<file path="config.mk">
export PLATFORM = sky130hd
export DESIGN_NAME = lsb_stego_embed_extract_unit
export DESIGN_NICKNAME = d
export VERILOG_FILES = /design/src/rtl/core/lsb_pkg.sv /design/src/rtl/core/lsb_stego_embed_extract_unit.sv /design/src/rtl/core/lsb_front.sv /design/src/rtl/core/lsb_queue.sv /design/src/rtl/core/lsb_back.sv
export SDC_FILE = /design/constraint.sdc
export NUM_CORES = 1
export LEC_CHECK = 0
export BUFFER_PORTS_ARGS = -buffer_cell sky130_fd_sc_hd__buf_4
export CORE_MARGIN = 4
export CORE_UTILIZATION = 45
export CTS_BUF_LIST = sky130_fd_sc_hd__clkbuf_4 sky130_fd_sc_hd__clkbuf_8 sky130_fd_sc_hd__clkbuf_16
export CTS_CLUSTER_DIAMETER = 200
export DETAILED_ROUTE_END_ITERATION = 7
export HOLD_SLACK_MARGIN = 0.1
export MAX_ROUTING_LAYER = met4
export PLACE_DENSITY_LB_ADDON = 0.2
export SYNTH_ARGS = -nofsm -noshare
export SYNTH_HDL_FRONTEND = slang
export SYNTH_SLANG_ARGS = --single-unit
</file>
<file path="constraint.sdc">
create_clock -name clk -period 7.7 [get_ports clk]
set_clock_uncertainty 0.15 [all_clocks]
set_input_delay 1.54 -clock clk [delete_from_list [all_inputs] [get_ports clk]]
set_output_delay 1.54 -clock clk [all_outputs]
set_load 0.05 [all_outputs]
</file>
<file path="src/rtl/core/lsb_pkg.sv">
// Shared types and codes for the LSB embed/extract unit.
package lsb_pkg;

	localparam int QDEPTH    = 4;
	localparam int QPTR_BITS = 2;

	// result status codes
	localparam logic [2:0] ST_PIXEL    = 3'd0;
	localparam logic [2:0] ST_CHAR     = 3'd1;
	localparam logic [2:0] ST_BAD_LEN  = 3'd2;
	localparam logic [2:0] ST_TRUNC    = 3'd3;
	localparam logic [2:0] ST_TOO_LONG = 3'd4;

	// configuration register indexes
	localparam logic [1:0] CFG_MODE    = 2'd0;
	localparam logic [1:0] CFG_TOTAL   = 2'd1;
	localparam logic [1:0] CFG_MSG_LEN = 2'd2;

	typedef enum logic [1:0] {
		K_EMBED,   // pixel with its lsb replaced
		K_PASS,    // pixel unchanged
		K_CHAR,    // recovered message byte
		K_ERR      // error, data forced to zero
	} kind_t;

	typedef struct packed {
		kind_t      kind;
		logic [7:0] byte_val;
		logic       bit_val;
		logic [2:0] status;
		logic       last;
	} entry_t;

endpackage

</file>
<file path="src/rtl/core/lsb_stego_embed_extract_unit.sv">
// LSB steganography unit with a 32-bit length header, one image byte per input word.
// Takes one image byte every clock while in_stall is low (the queue is not full). A result
// word enters a queue slot at the edge that takes its byte, then moves to the output
// register. The four-word queue between them means a stalled sink does not stop input
// at once: in_stall rises only once four words wait behind a held output word. Embed mode
// rewrites lsbs (length header, then message bits), then passes bytes through; extract
// mode rebuilds the length and emits recovered message bytes. Either mode may emit an error
// word with last set. Bytes with no result are absorbed. Configuration is taken every cycle.
module lsb_stego_embed_extract_unit #(
	parameter int COUNT_BITS = 28
) (
	input  logic        clk,
	input  logic        arst_n,
	input  logic        cfg_valid,
	output logic        cfg_ready,
	input  logic [1:0]  cfg_index,
	input  logic [31:0] cfg_data,
	input  logic        in_valid,
	output logic        in_stall,
	input  logic [7:0]  pixel_byte,
	input  logic        first_of_image,
	input  logic [7:0]  message_byte,
	output logic        out_valid,
	input  logic        out_stall,
	output logic [7:0]  data_byte,
	output logic [2:0]  status,
	output logic        last
);
	import lsb_pkg::*;

	logic        mode_q;
	logic [27:0] total_q;
	logic [24:0] msg_len_q;

	logic        push;
	entry_t      push_entry;
	logic        q_full;
	logic        pop;
	logic        head_valid;
	entry_t      head_entry;

	assign cfg_ready = 1'b1;

	always_ff @(posedge clk or negedge arst_n) begin
		if (!arst_n) begin
			mode_q    <= 1'b0;
			total_q   <= '0;
			msg_len_q <= '0;
		end else if (cfg_valid) begin
			case (cfg_index)
				CFG_MODE:    mode_q    <= cfg_data[0];
				CFG_TOTAL:   total_q   <= cfg_data[27:0];
				CFG_MSG_LEN: msg_len_q <= cfg_data[24:0];
				default:     ;
			endcase
		end
	end

	lsb_front #(
		.COUNT_BITS(COUNT_BITS)
	) u_front (
		.clk            (clk),
		.arst_n         (arst_n),
		.in_valid       (in_valid),
		.in_stall       (in_stall),
		.pixel_byte     (pixel_byte),
		.first_of_image (first_of_image),
		.message_byte   (message_byte),
		.mode           (mode_q),
		.total_bytes    (total_q),
		.message_length (msg_len_q),
		.q_full         (q_full),
		.push           (push),
		.push_entry     (push_entry)
	);

	lsb_queue u_queue (
		.clk        (clk),
		.arst_n     (arst_n),
		.push       (push),
		.push_entry (push_entry),
		.full       (q_full),
		.pop        (pop),
		.head_valid (head_valid),
		.head_entry (head_entry)
	);

	lsb_back u_back (
		.clk        (clk),
		.arst_n     (arst_n),
		.head_valid (head_valid),
		.head_entry (head_entry),
		.pop        (pop),
		.out_valid  (out_valid),
		.out_stall  (out_stall),
		.data_byte  (data_byte),
		.status     (status),
		.last       (last)
	);

endmodule

</file>
<file path="src/rtl/core/lsb_front.sv">
// Front end: accepts image bytes, tracks header/body position, queues one word per result.
module lsb_front #(
	parameter int COUNT_BITS = 28
) (
	input  logic            clk,
	input  logic            arst_n,
	input  logic            in_valid,
	output logic            in_stall,
	input  logic [7:0]      pixel_byte,
	input  logic            first_of_image,
	input  logic [7:0]      message_byte,
	input  logic            mode,
	input  logic [27:0]     total_bytes,
	input  logic [24:0]     message_length,
	input  logic            q_full,
	output logic            push,
	output lsb_pkg::entry_t push_entry
);
	import lsb_pkg::*;

	typedef enum logic [1:0] {
		PH_HEADER,
		PH_BODY,
		PH_PASS,
		PH_HALT
	} phase_t;

	logic [COUNT_BITS-1:0] pos_q, pos_d;
	logic [31:0]           len_q, len_d;
	logic [7:0]            chr_q, chr_d;
	phase_t                phase_q, phase_d;

	logic                  accept;
	logic                  emit;
	entry_t                ent;

	assign in_stall = q_full;
	assign accept   = in_valid && !q_full;

	always_comb begin
		logic [COUNT_BITS-1:0] p;
		logic [31:0]           len;
		logic [7:0]            chr;
		phase_t                ph;
		logic [32:0]           p_w;
		logic [32:0]           tot_w;
		logic                  final_b;
		logic [31:0]           d;
		logic [29:0]           idx1;
		logic [2:0]            k;
		logic [7:0]            c;
		logic                  bit_v;

		p      = first_of_image ? '0 : pos_q;
		len    = first_of_image ? '0 : len_q;
		chr    = first_of_image ? '0 : chr_q;
		ph     = first_of_image ? PH_HEADER : phase_q;
		p_w    = 33'(p);
		tot_w  = 33'(total_bytes);
		final_b = (p_w + 33'd1) >= tot_w;
		d      = 32'(p) - 32'd32;
		idx1   = {1'b0, d[31:3]} + 30'd1;
		k      = p[2:0];
		c      = 8'd0;
		bit_v  = 1'b0;

		pos_d   = p;
		len_d   = len;
		chr_d   = chr;
		phase_d = ph;
		emit    = 1'b0;
		ent     = '{kind: K_ERR, byte_val: 8'd0, bit_val: 1'b0, status: ST_PIXEL, last: 1'b0};

		if (!(ph == PH_HALT || p_w >= tot_w)) begin
			pos_d = p + COUNT_BITS'(1);
			if (!mode) begin
				// embed
				case (ph)
					PH_HEADER: begin
						if (p_w == 33'd0 && (26'(message_length) + 26'd4 > 26'(total_bytes[27:3]))) begin
							phase_d = PH_HALT;
							emit    = 1'b1;
							ent.status = ST_TOO_LONG;
							ent.last   = 1'b1;
						end else begin
							if (p_w == 33'd0)
								len = 32'(message_length);
							bit_v = len[0];
							len_d = len >> 1;
							if (p_w >= 33'd31)
								phase_d = (message_length != '0) ? PH_BODY : PH_PASS;
							emit = 1'b1;
							ent  = '{kind: K_EMBED, byte_val: pixel_byte, bit_val: bit_v,
								status: ST_PIXEL, last: 1'b0};
						end
					end
					PH_BODY: begin
						bit_v = message_byte[k];
						if (k == 3'd7 && 33'(idx1) >= 33'(message_length))
							phase_d = PH_PASS;
						emit = 1'b1;
						ent  = '{kind: K_EMBED, byte_val: pixel_byte, bit_val: bit_v,
							status: ST_PIXEL, last: 1'b0};
					end
					default: begin
						emit = 1'b1;
						ent  = '{kind: K_PASS, byte_val: pixel_byte, bit_val: 1'b0,
							status: ST_PIXEL, last: 1'b0};
					end
				endcase
			end else begin
				// extract
				case (ph)
					PH_HEADER: begin
						if (p_w == 33'd0)
							len = '0;
						if (p_w < 33'd32)
							len = len | ({31'd0, pixel_byte[0]} << p[4:0]);
						len_d = len;
						if (p_w >= 33'd31) begin
							if (len == '0 || 33'(len) > 33'(total_bytes[27:3])) begin
								phase_d = PH_HALT;
								emit    = 1'b1;
								ent.status = ST_BAD_LEN;
								ent.last   = 1'b1;
							end else begin
								phase_d = PH_BODY;
								chr_d   = '0;
								if (final_b) begin
									phase_d = PH_HALT;
									emit    = 1'b1;
									ent.status = ST_TRUNC;
									ent.last   = 1'b1;
								end
							end
						end else if (final_b) begin
							phase_d = PH_HALT;
							emit    = 1'b1;
							ent.status = ST_BAD_LEN;
							ent.last   = 1'b1;
						end
					end
					PH_BODY: begin
						c = chr | ({7'd0, pixel_byte[0]} << k);
						chr_d = c;
						if (k == 3'd7) begin
							chr_d = '0;
							if (33'(idx1) >= 33'(len)) begin
								phase_d = PH_HALT;
								emit    = 1'b1;
								ent     = '{kind: K_CHAR, byte_val: c, bit_val: 1'b0,
									status: ST_CHAR, last: 1'b1};
							end else if (final_b) begin
								phase_d = PH_HALT;
								emit    = 1'b1;
								ent.status = ST_TRUNC;
								ent.last   = 1'b1;
							end else begin
								emit = 1'b1;
								ent  = '{kind: K_CHAR, byte_val: c, bit_val: 1'b0,
									status: ST_CHAR, last: 1'b0};
							end
						end else if (final_b) begin
							phase_d = PH_HALT;
							emit    = 1'b1;
							ent.status = ST_TRUNC;
							ent.last   = 1'b1;
						end
					end
					default: begin
						// pass-through in extract gives nothing
					end
				endcase
			end
		end
	end

	always_ff @(posedge clk or negedge arst_n) begin
		if (!arst_n) begin
			pos_q   <= '0;
			len_q   <= '0;
			chr_q   <= '0;
			phase_q <= PH_HEADER;
		end else if (accept) begin
			pos_q   <= pos_d;
			len_q   <= len_d;
			chr_q   <= chr_d;
			phase_q <= phase_d;
		end
	end

	assign push       = accept && emit;
	assign push_entry = ent;

endmodule

</file>
<file path="src/rtl/core/lsb_queue.sv">
// Short word queue between the front end and the output stage.
module lsb_queue (
	input  logic            clk,
	input  logic            arst_n,
	input  logic            push,
	input  lsb_pkg::entry_t push_entry,
	output logic            full,
	input  logic            pop,
	output logic            head_valid,
	output lsb_pkg::entry_t head_entry
);
	import lsb_pkg::*;

	entry_t               mem_q [QDEPTH];
	logic [QPTR_BITS-1:0] wr_ptr_q;
	logic [QPTR_BITS-1:0] rd_ptr_q;
	logic [QPTR_BITS:0]   count_q;
	logic                 do_push;
	logic                 do_pop;

	assign full       = count_q == (QPTR_BITS+1)'(QDEPTH);
	assign head_valid = count_q != '0;
	assign head_entry = mem_q[rd_ptr_q];
	assign do_push    = push && !full;
	assign do_pop     = pop && head_valid;

	always_ff @(posedge clk) begin
		if (do_push)
			mem_q[wr_ptr_q] <= push_entry;
	end

	always_ff @(posedge clk or negedge arst_n) begin
		if (!arst_n) begin
			wr_ptr_q <= '0;
			rd_ptr_q <= '0;
			count_q  <= '0;
		end else begin
			if (do_push)
				wr_ptr_q <= wr_ptr_q + 1'b1;
			if (do_pop)
				rd_ptr_q <= rd_ptr_q + 1'b1;
			case ({do_push, do_pop})
				2'b10:   count_q <= count_q + 1'b1;
				2'b01:   count_q <= count_q - 1'b1;
				default: count_q <= count_q;
			endcase
		end
	end

endmodule

</file>
<file path="src/rtl/core/lsb_back.sv">
// Output stage: forms the result word from a queued command and holds it for the sink.
module lsb_back (
	input  logic            clk,
	input  logic            arst_n,
	input  logic            head_valid,
	input  lsb_pkg::entry_t head_entry,
	output logic            pop,
	output logic            out_valid,
	input  logic            out_stall,
	output logic [7:0]      data_byte,
	output logic [2:0]      status,
	output logic            last
);
	import lsb_pkg::*;

	logic       out_valid_q;
	logic [7:0] data_q;
	logic [2:0] status_q;
	logic       last_q;
	logic       load;
	logic [7:0] data_n;

	assign load = !out_valid_q || !out_stall;
	assign pop  = head_valid && load;

	always_comb begin
		case (head_entry.kind)
			K_EMBED: data_n = {head_entry.byte_val[7:1], head_entry.bit_val};
			K_PASS:  data_n = head_entry.byte_val;
			K_CHAR:  data_n = head_entry.byte_val;
			default: data_n = 8'd0;
		endcase
	end

	always_ff @(posedge clk or negedge arst_n) begin
		if (!arst_n)
			out_valid_q <= 1'b0;
		else if (load)
			out_valid_q <= head_valid;
	end

	always_ff @(posedge clk) begin
		if (pop) begin
			data_q   <= data_n;
			status_q <= head_entry.status;
			last_q   <= head_entry.last;
		end
	end

	assign out_valid = out_valid_q;
	assign data_byte = data_q;
	assign status    = status_q;
	assign last      = last_q;

endmodule

</file>
Yosys cells after proc, flatten, opt, wreduce, memory -nomap -nowiden
Memories as Yosys holds them, arrays and structs flattened.
Cells that the tools add are included.
{"block": "word_totals", "reg_bits": 144, "mem_bits_rw": 60, "inputBits": 56, "out_inout_bits": 15, "word_cells": 140, "mem_count": 1}
{"name": "u_queue.mem_q", "words": 4, "word_bits": 15, "read_ports": 1, "rd_ports_with_merged_regs": 0, "wr": 1, "line": "lsb_queue.sv:14", "source": "entry_t mem_q [QDEPTH];"}
{"block": "classes", "addsub": 9, "n_lt_le_gt_ge": 9, "n_eq_ne": 10, "n_shift": 2, "muxes": 68, "bitwise_logic": 2, "n_reduce_logical": 25}
{"cell": "32-bit 2-to-1 mux", "count": 15}
{"cell": "28-bit 2-to-1 mux", "count": 2}
{"cell": "8-bit 2-to-1 mux", "count": 6}
{"cell": "15-bit 2-to-1 mux", "count": 3}
{"cell": "33-bit by 28-bit >= comparator with 1-bit output", "count": 1}
{"cell": "11-bit 2-to-1 mux", "count": 3}
{"cell": "30-bit by 32-bit >= comparator with 1-bit output", "count": 1}
{"cell": "32-bit by 25-bit > comparator with 1-bit output", "count": 1}
{"cell": "32-bit zero test", "count": 1}
{"cell": "32-bit bitwise OR", "count": 1}
{"cell": "8-bit case mux with 2 select lines", "count": 2}
{"cell": "1-bit by 5-bit left shift with 32-bit output", "count": 1}
{"cell": "29-bit by 1-bit adder with 30-bit output (second input constant)", "count": 1}
{"cell": "30-bit by 25-bit >= comparator with 1-bit output", "count": 1}
{"cell": "15-bit case mux with 2 select lines", "count": 1}
{"cell": "28-bit by 1-bit adder with 29-bit output (second input constant)", "count": 1}
{"cell": "28-bit by 6-bit subtractor with 29-bit output (second input constant)", "count": 1}
{"cell": "28-bit by 1-bit adder with 28-bit output (second input constant)", "count": 1}
{"cell": "28-bit >= comparator", "count": 1}
{"cell": "28-bit by 5-bit >= comparator with 1-bit output (second input constant)", "count": 1}
{"cell": "28-bit zero test", "count": 1}
{"cell": "28-bit by 6-bit < comparator with 1-bit output (second input constant)", "count": 1}
{"cell": "25-bit by 3-bit adder with 26-bit output (second input constant)", "count": 1}
{"cell": "26-bit by 25-bit > comparator with 1-bit output", "count": 1}
{"cell": "other kinds (28)", "count": 76}

Longest topological paths before layout
Gate-level depths: netlist (run 1).
{"block": "logic_depth", "ltp_word": 22, "ltp_mapped": 32, "ltp_nobuf": 28}

By module
A second synthesis (run 1) with hierarchy kept.
{"block": "unflattened", "cells_unflattened": 1952, "area_unflattened_um2": 17257.8}
{"module": "lsb_front", "instances": 1, "cells_per_inst": 1688, "area_per_inst_um2": 12014.0, "seq_area_each_um2": 1751.7}
{"module": "lsb_queue", "instances": 1, "cells_per_inst": 117, "area_per_inst_um2": 2595.0, "seq_area_each_um2": 1976.9}
{"module": "lsb_stego_embed_extract_unit", "instances": 1, "cells_per_inst": 118, "area_per_inst_um2": 2142.1, "seq_area_each_um2": 1351.3}
{"module": "lsb_back", "instances": 1, "cells_per_inst": 29, "area_per_inst_um2": 506.7, "seq_area_each_um2": 385.4}

Worst setup path after synthesis (run 1)
No wires, ideal clock.
{"block": "synth_path", "path_kind": "input-to-reg", "from": "input port first_of_image", "to": "register u_queue.count_q[2]", "setup_time_ps": 79, "arrival_ps": 7909, "t_required_ps": 7471, "slack_ps": -439, "path_stages": 32, "path_buffers": 4, "cell_sequence": "buf_2 buf_2 inv_2 clkbuf_1 clkbuf_1 nand2_1 inv_1 ha_1 and3_1 nand4_1 or4_1 nor2_1 and3_1 nand3_1 or3_1 a21oi_1 ha_1 a21oi_1 nand2_1 a2111oi_0 a21oi_1 nor3_1 a21oi_1 o31ai_1 a31oi_4 inv_2 ha_1 inv_1 fa_1 xor2_1 nor2_1 xor2_1"}
{"block": "synth_between", "elab_chain_cells": 22, "elab_cells_between_ends": 40, "classes_between": "add/sub: 1; order compare: 5; eq/ne: 5; shift: 1; mux: 19; bitwise: 1; reduce/logical: 8"}
{"item": "start: declaration", "line": "lsb_stego_embed_extract_unit.sv:21", "source": "input logic first_of_image,"}
{"item": "28-bit 2-to-1 mux", "line": "lsb_front.sv:54", "source": "p = first_of_image ? '0 : pos_q;"}
{"item": "28-bit zero test", "line": "lsb_front.sv:115", "source": "if (p_w == 33'd0)"}
{"item": "32-bit 2-to-1 mux", "line": "lsb_front.sv:115"}
{"item": "32-bit 2-to-1 mux", "line": "lsb_front.sv:113", "source": "case (ph)"}
{"item": "32-bit 2-to-1 mux", "line": "lsb_front.sv:76", "source": "if (!mode) begin"}
{"item": "32-bit 2-to-1 mux", "line": "lsb_front.sv:74", "source": "if (!(ph == PH_HALT || p_w >= tot_w)) begin"}
{"item": "32-bit bitwise OR", "line": "lsb_front.sv:118", "source": "len = len | ({31'd0, pixel_byte[0]} << p[4:0]);"}
{"item": "32-bit 2-to-1 mux", "line": "lsb_front.sv:117", "source": "if (p_w < 33'd32)"}
{"item": "(+6 left out)"}
{"item": "1-bit 2-to-1 mux", "line": "lsb_front.sv:120", "source": "if (p_w >= 33'd31) begin"}
{"item": "1-bit case mux with 2 select lines", "line": "lsb_front.sv:113"}
{"item": "1-bit 2-to-1 mux", "line": "lsb_front.sv:76"}
{"item": "1-bit 2-to-1 mux *", "line": "lsb_front.sv:74"}
{"item": "1-bit logical AND *", "line": "lsb_front.sv:192", "source": "assign push = accept && emit;"}
{"item": "1-bit logical AND *", "line": "lsb_queue.sv:24", "source": "assign do_push = push && !full;"}
{"item": "2-bit by 1-bit == test with 1-bit output or 2-bit == test (tied branches)", "line": "lsb_queue.sv:42", "source": "case ({do_push, do_pop})"}
{"item": "3-bit case mux with 2 select lines or 2-bit nonzero test (tied branches)"}
{"item": "end signal: assignment", "line": "lsb_queue.sv:43", "source": "2'b10: count_q <= count_q + 1'b1;"}
{"item": "end signal: assignment", "line": "lsb_queue.sv:44", "source": "2'b01: count_q <= count_q - 1'b1;"}
{"item": "end signal: assignment", "line": "lsb_queue.sv:45", "source": "default: count_q <= count_q;"}
{"item": "end: declaration", "line": "lsb_queue.sv:17", "source": "logic [QPTR_BITS:0] count_q;"}
Every way passes the cells marked *; elsewhere a longest branch is shown, timed or not. The select of a mux whose other input is x is not followed.
A chain may end at the register's enable or synchronous reset.

Worst setup path in the final report (run 1)
Same ends and word-level chain as after synthesis.

==> metrics list, run 1 <==
* Most used standard cells in the synthesized netlist: sky130_fd_sc_hd__ha_1, sky130_fd_sc_hd__nand2_1, sky130_fd_sc_hd__dfrtp_1
- Unrepaired setup endpoints after global routing: no
- Aggregate routed wire length: 58,690 um
- Hold_ws: 340.4 ps
- For this design the ratio of total power to cell area is 304.6 nW/um^2.
* Average cell area after synthesis: 9.306 um^2
* Count of vias placed by the detailed router: 14,964
* Critical-path top delay cell: sky130_fd_sc_hd__or4_1
- Switching part of the total power: 43.85%
- The finished cells cover 18,370 um^2.
- Actual slew at the worst max-slew pin: 1022 ps
- Global routing finished with a remaining overflow of 0.
- Maximum number of pins on one net before global-route repair: 82
- Switching power: 2.453 mW
- The die is 198.9 um wide.
- In this design, the stage delay of the slowest critical-path cell is 620 ps.
- In this design, the critical path's most frequently occurring cell is sky130_fd_sc_hd__a21oi_1.
- Maximum fanout encountered on the critical timing path: 8
- Result of the run: finished clean
* Die area: 39,560 um^2
* Final-report max-slew violation count: 0
- PortBufs: 65
- The number of nets in the synthesized netlist is 1,988.
- Hold_sp: u_front.len_q[24]
- The share of the Yosys chip area taken by registers is 33.33%.
- Area leader, netlist: sky130_fd_sc_hd__dfrtp_1
- Synthesis handed over a netlist of 1,762 instances.
- The number of antenna violations at the first check in global routing came to 1.
- Initial DRC Count: 1,580
- The worst hold path belongs to the class register to register.
- Setup Buffers After CTS: 0
- Before antenna repair, the detailed router went through 6 iterations.
- Combinational group share of total power: 47.8%
- Clock power frac: 21.8%
- Row count: 69
* Relative slew slack: 31.28%
- Min cycle time layout: 7218 ps
* Cell at the root of the clock tree: sky130_fd_sc_hd__clkbuf_16
* Req. time, crit path: 8010 ps
- Internal power comes to 3.141 mW.
- Maximum count of clock buffers along a single path: 3
* Final worst-path cycle share: 93.74%
* Overall fraction of global-route tracks in use: 30.06%
- Clock tree synthesis inserted a total of 25 buffers.
- TritonCTS clock tree: yes
- Measured along the y axis, the die boundary spans 198.9 um.
- Number of warnings reported in the yosys synthesis log: 0
- Final estimated routing congestion in global placement: 1.036
- Synth top area share: 20.14%
- Largest vdd supply drop: 0.1771 mV
- Of the total power, registers draw 30.4%.
- The worst setup path is captured at a register.
- Setup violations remaining at the end of the flow were counted as 0.
- I/O pin total: 71
- Share of post-route cells with drive strength above 1: 16.71%
- Number of global-route vias before repair: 14,469
* Number of DRC violations after detailed routing: 0
- Compared with the post-synthesis result, the final layout area differs by 12.02%.
* Arrival time of data at the critical path endpoint: 7530 ps
* Final antenna-violating net count: 0
- By area the synthesized netlist is led by sky130_fd_sc_hd__dfrtp_1, sky130_fd_sc_hd__edfxtp_1, sky130_fd_sc_hd__ha_1.
- The netlist uses 107 different library cells.
- H-tree levels: 1
- Summing every instance area after synthesis gives 16,400 um^2.
- Counting flops with a built-in enable in the synthesized netlist gives 72.
- At the later pin of the worst-skew pair, clock insertion delay measures 560 ps.
- Diodes inserted: 0
- Derived from the worst setup path, the maximum achievable clock frequency is 0.1385 GHz.
- The net count of the finished layout is 2,045.
* Clock slew at reported path FFs: 60 ps
- The setup path with the least slack is of type input pin to register.
- Yosys instantiated no cell more often than sky130_fd_sc_hd__ha_1.
- STA classifies the critical path startpoint as an input pin.
* Routed wire per std cell: 25.54 um
- In the final timing run, aggregate negative setup slack is 0 ps.
* Placed wire-length estimate after detailed placement: 44,580 um
* Leak Pwr: 7.831 nW
- The first global-routing pass estimated 88,260 um of wire.
* Placed cell areas: 17,520 um^2
- Share of the core filled with cells in the final layout: 51.39%
* Max Cap Viol: 0
- In the synthesized netlist the dominant register cell turns out to be sky130_fd_sc_hd__dfrtp_1.
- Share of synthesized flip-flops with an asynchronous set or reset: 64.71%
- Worst reg2reg path startpoint: u_front.pos_q[7]
- Core region area: 35,740 um^2
- #FFs+latches synth: 204
- Critical path startpoint: first_of_image
* TritonCTS sink count: 204
* Vias/cell: 6.512
- The initial utilization of the core area, before any placement, comes to 45.88%.
- Final-report hold violation count: 0
-- worst max-delay path: cells and delay by family --
| family | cells | cell delay [ps] |
|---|---|---|
| AOI/OAI and AO/OA | 7 | 1600 |
| xor gates and xnor gates | 2 | 300 |
| adders and majority gates | 4 | 1020 |
| buffers and inverters | 5 | 460 |
| and+or+nand+nor | 11 | 2570 |
-- logic make-up (layout without fill, tap and decap cells) --
kind of cell | after synthesis | after routing | synth area share [%]
AO/OA/AOI/OAI | 473 | 473 | 20.02
XOR/XNOR | 72 | 72 | 3.846
flip-flops | 204 | 204 | 33.33
multiplexers | 78 | 78 | 6.478
other | 1 | 1 | 0.02287
buffers and inverters | 194 | 269 | 5.219
AND/OR/NAND/NOR | 569 | 569 | 18.01
adder cells (fa/ha/maj) | 171 | 171 | 13.08
-- power groups by stage --
stage	Sequential [mW]	Combinational (mW)	Clock, mW
floorplan	1.68	1.76	0
global placement	1.70	2.57	0
detailed placement	1.71	2.62	0
CTS	1.69	2.63	1.24
global route	1.73	2.88	1.29
finish	1.70	2.67	1.22
-- path summary, 6_finish.rpt --
kind | end | slack (ps) | depth (start not counted)
min reg2reg | u_front.len_q[24] | 340 | 1
max in group asynchronous | total_q[25] | 5270 | 2
min | u_front.len_q[24] | 340 | 1
max | u_queue.count_q[2] | 480 | 29
min in group asynchronous | u_front.pos_q[0] | 910 | 1
max reg2reg | u_queue.mem_q[3][11] | 970 | 19
-- per-layer routing --
| layer | wire length [um] | GRT usage, % | part of all wire, % |
|---|---|---|---|
| met1 | 24450 | 40.38 | 42 |
| met2 | 25620 | 44.37 | 44 |
| met3 | 5376 | 5.301 | 9.2 |
| met4 | 3245 | 13.93 | 5.5 |
| met5 | 0 | - | 0 |
-- layout by cell type (no fill, tap or decap), types with 7 or more instances in the layout --
cell type,n
sky130_fd_sc_hd__nand3_1,50
sky130_fd_sc_hd__nand2_1,153
sky130_fd_sc_hd__o21ai_1,11
sky130_fd_sc_hd__nand2b_1,14
sky130_fd_sc_hd__a31oi_1,37
sky130_fd_sc_hd__clkbuf_4,7
sky130_fd_sc_hd__mux4_2,17
sky130_fd_sc_hd__dfrtp_1,132
sky130_fd_sc_hd__a211oi_1,13
sky130_fd_sc_hd__nor3_1,36
sky130_fd_sc_hd__edfxtp_1,72
sky130_fd_sc_hd__a221o_1,18
sky130_fd_sc_hd__a22oi_1,14
sky130_fd_sc_hd__clkbuf_16,25
sky130_fd_sc_hd__a21o_1,41
sky130_fd_sc_hd__or3_1,11
sky130_fd_sc_hd__a22o_1,23
sky130_fd_sc_hd__o21ai_0,69
sky130_fd_sc_hd__nand4_1,40
sky130_fd_sc_hd__ha_1,169
sky130_fd_sc_hd__nor2b_1,41
sky130_fd_sc_hd__nor2_1,113
sky130_fd_sc_hd__and3_1,20
sky130_fd_sc_hd__xor2_1,19
sky130_fd_sc_hd__o21a_1,11
sky130_fd_sc_hd__a32o_1,8
sky130_fd_sc_hd__xnor2_1,53
sky130_fd_sc_hd__and2_1,8
sky130_fd_sc_hd__nor4_1,21
sky130_fd_sc_hd__o211ai_1,12
sky130_fd_sc_hd__a21oi_1,102
sky130_fd_sc_hd__mux2_2,54
sky130_fd_sc_hd__buf_4,137
sky130_fd_sc_hd__o22ai_1,20
sky130_fd_sc_hd__inv_1,82
sky130_fd_sc_hd__o31ai_1,14
-- per-stage QoR --
stage | std cells | power [mW] | worst slack (ps)
floorplan | 1762 | 3.437 | 76.07
global placement | 2253 | 4.264 | 178.2
detailed placement | 2253 | 4.324 | 0.2771
CTS | 2298 | 5.564 | 497.0
global route | 2298 | 5.899 | 30.34
finish | 2298 | 5.594 | 481.9
-- flip-flops by register name (all words and copies together) (netlist names) --
name              count
u_back.last           1
msg_len_q            25
total_q              28
u_queue.rd_ptr_q      2
u_front.chr_q         8
u_queue.mem_q        60
u_front.phase_q       2
u_back.out_valid      1
u_queue.wr_ptr_q      2
u_front.len_q        32
u_queue.count_q       3
u_back.data_byte      8
mode_q                1
u_front.pos_q        28
u_back.status         3
-- final cells by class --
cell class | instances | area [um^2]
flip-flops and latches | 204 | 5465
inverters | 86 | 322.8
fillers | 3394 | 17370
well taps | 461 | 576.8
repair buffers | 138 | 1040
multi-input cells | 1364 | 10120
clock buffers | 36 | 733.2
clock inverters | 9 | 112.6
-- timing repair --
action | in CTS | in global routing
endpoints found under the setup margin | 0 | 1
gates resized for setup | 0 | 1
hold buffers | 0 | 0
(Power assumes the default switching activity.)
==> inputs of run 2 (changes only) <==
--- a/config.mk
+++ b/config.mk
@@ -14,6 +14,7 @@
 export HOLD_SLACK_MARGIN = 0.1
 export MAX_ROUTING_LAYER = met4
 export PLACE_DENSITY_LB_ADDON = 0.2
+export REMOVE_ABC_BUFFERS = 1
 export SYNTH_ARGS = -nofsm -noshare
 export SYNTH_HDL_FRONTEND = slang
 export SYNTH_SLANG_ARGS = --single-unit
==> run 2 against run 1 <==
  * Setup slack better by 160 ps
  * Sequential share of layout area is 0.081 points lower
  * Final area is 0.27% higher
  * Critical path type unchanged
  * Count of clock-buffer cells in the layout is 8 lower
  * Power is 0.15% lower
  * Register-to-register slack better by 270 ps
  * Worst hold slack better by 4.6 ps
  * Non-clock buffer count is 4 lower
  * Clock power is 3% higher
==> metrics list, run 2 (synthesis gave the netlist of run 1 again) <==
* Result of the run: finished clean
- The detailed router placed 14,486 vias in this run.
* Ratio of total power to cell area: 303.3 nW/um^2
* Drt pass-1 iters: 6
* TritonCTS sink count: 204
- At the worst endpoint, the required time is 8000 ps.
* Instance count along the most critical hold path: 2
- Final worst-path cycle share: 91.62%
- Setup repair after global routing left no endpoint under its margin.
- Register-to-Register Setup Slack: 1240 ps
- The initial utilization of the core area, before any placement, comes to 45.88%.
- In the layout the commonest cells are sky130_fd_sc_hd__ha_1, sky130_fd_sc_hd__nand2_1, sky130_fd_sc_hd__dfrtp_1.
* Placed wire-length estimate after detailed placement: 42,350 um
- Final-report hold violation count: 0
* Arrival time of data at the critical path endpoint: 7360 ps
- Worst setup EP type: register
- CTS built an H-tree with a depth of 1.
- Classification of the worst setup path: input pin to register
- Aggregate routed wire length: 55,920 um
- At the end of the flow the core is filled with cells to 51.53%.
- Excluding fillers, the count of instances in the completed layout stands at 2,294.
- Top Registers: u_queue.mem_q: 60 flops, u_front.len_q: 32 flops
* Number of filler cells placed in the layout: 3,390
- Die area: 39,560 um^2
- Setup Buffers After CTS: 0
* Critical-path top delay cell: sky130_fd_sc_hd__or4_1
- Routed wire per std cell: 24.38 um
* Post-placement cell count: 2,249
* Min cycle time layout: 7055 ps
- In this run the count of I/O pins placed on the die edge is 71.
- After detailed routing, the number of vias per cell comes to 6.315.
- Worst hold path type: register to register
* Hold_sp: u_back.out_valid
- Final estimated routing congestion in global placement: 1.010
- Maximum clock frequency: 0.1417 GHz
* Cell at the root of the clock tree: sky130_fd_sc_hd__clkbuf_16
* Overflow left after global routing: 0
- Total Nets Final: 2,041
- Wire length of the first global-routing pass: 85,310 um
- Entering global routing, the biggest net connects 74 pins.
- 0 antenna diodes ended up in the layout.
* Register with the most flip-flops: u_queue.mem_q
- Longest individual stage delay on the worst path: 510 ps
- Clock slew at reported path FFs: 50 ps
* Number of DRC violations after detailed routing: 0
* Critical Path Source Type: input pin
- Across the VDD grid, the largest voltage drop is 0.1787 mV.
- Row count: 69
- Overall fraction of global-route tracks in use: 28.84%
- Layout overhead on the synthesized area: 12.32%
- Of the cells placed in the final design, the portion with a size suffix greater than 1 is 16.31%.
- After layout, the worst setup slack is 645.2 ps.
- Max FFs per register: 60
* Core region area: 35,740 um^2
- The final number of max-transition violations came to 0.
- Reg2reg end: u_front.len_q[18]
- Maximum fanout encountered on the critical timing path: 7
- The analysis attributes to cell leakage a power of 7.825 nW.
- Die span in y: 198.9 um
- Initial DRC Count: 1,380
* Setup slack after placement: 181.0 ps
- The critical path starts at first_of_image.
* Die Wd: 198.9 um
- Maximum count of clock buffers along a single path: 3
- Worst reg2reg path startpoint: msg_len_q[6]
- Worst Hold Path EP: u_back.out_valid
- PortBufs: 65
- The tightest hold path in the finished design has a slack of 345.0 ps.
- Number of antenna violations at the first check in global routing: 0
- The library cell used most frequently in the layout, excluding fill and tap cells, is sky130_fd_sc_hd__ha_1.
- Relative slew slack: 32.11%
- Clock latency on the worst-skew pair, taken at its later pin, is 550 ps.
- Max Cap Viol: 0
* Total of hold buffers inserted after clock tree synthesis: 0
- The number of global-route vias before repair came to 14,206.
- For the worst flop-to-flop path, the logic depth is 17.
* Power, Total: 5.586 mW
- The number of gates resized after CTS was 0.
- For the pin with the worst max-slew slack, the measured transition is 1018 ps.
* Setup violations, final: 0
- Number of CTS-inserted buffers: 25
* TritonCTS clock tree: yes
- Final antenna-violating net count: 0
## run 2: worst max-delay path by stage
stage | to | slack (ps) | depth (start not counted)
6_report | u_queue.count_q[2] | 650 | 31
5_1_grt | u_queue.count_q[2] | 270 | 31
4_1_cts | u_queue.count_q[2] | 700 | 31
3_5_place_dp | u_queue.count_q[2] | 180 | 31
3_3_place_gp | u_queue.count_q[2] | 270 | 31
2_1_floorplan | u_queue.count_q[2] | -170 | 28
## run 2: worst max-delay path: cells and delay by family
family | cells | cell delay (ps)
AO/OA/AOI/OAI | 7 | 1200
XOR/XNOR | 2 | 300
adder cells (fa/ha/maj) | 4 | 990
buffers and inverters | 7 | 920
AND/OR/NAND/NOR | 11 | 2380
## run 2: per-layer routing
metal | GRT usage [%] | share of wire, % | vias up
li1 | - | - | 6737
met4 | 12.46 | 4.9 | 0
met2 | 44.66 | 45 | 572
met5 | - | 0 | -
met3 | 3.591 | 6.8 | 143
met1 | 38.30 | 43 | 7034
## run 2: report_power, final
part	switching [mW]	internal [mW]
Combinational	1.58	1.00
Clock	0.505	0.751
Sequential	0.328	1.42
## run 2: area by class of cell
| class | instances | area [um^2] | share of cell area (%) |
|---|---|---|---|
| Clock buffer | 28 | 648.1 | 3.519 |
| Clock inverter | 17 | 217.7 | 1.182 |
| Timing Repair Buffer | 134 | 1085 | 5.890 |
| Multi-Input combinational cell | 1364 | 10100 | 54.85 |
| Sequential cell | 204 | 5465 | 29.67 |
| Tap cell | 461 | 576.8 | 3.132 |
| Inverter | 86 | 322.8 | 1.753 |
## run 2: per-stage QoR
stage	area, um^2	setup TNS, ps
5_1_grt	18420	0
4_1_cts	18420	0
2_1_floorplan	15860	-177.4
3_5_place_dp	17550	0
3_3_place_gp	17550	0
6_report	18420	0
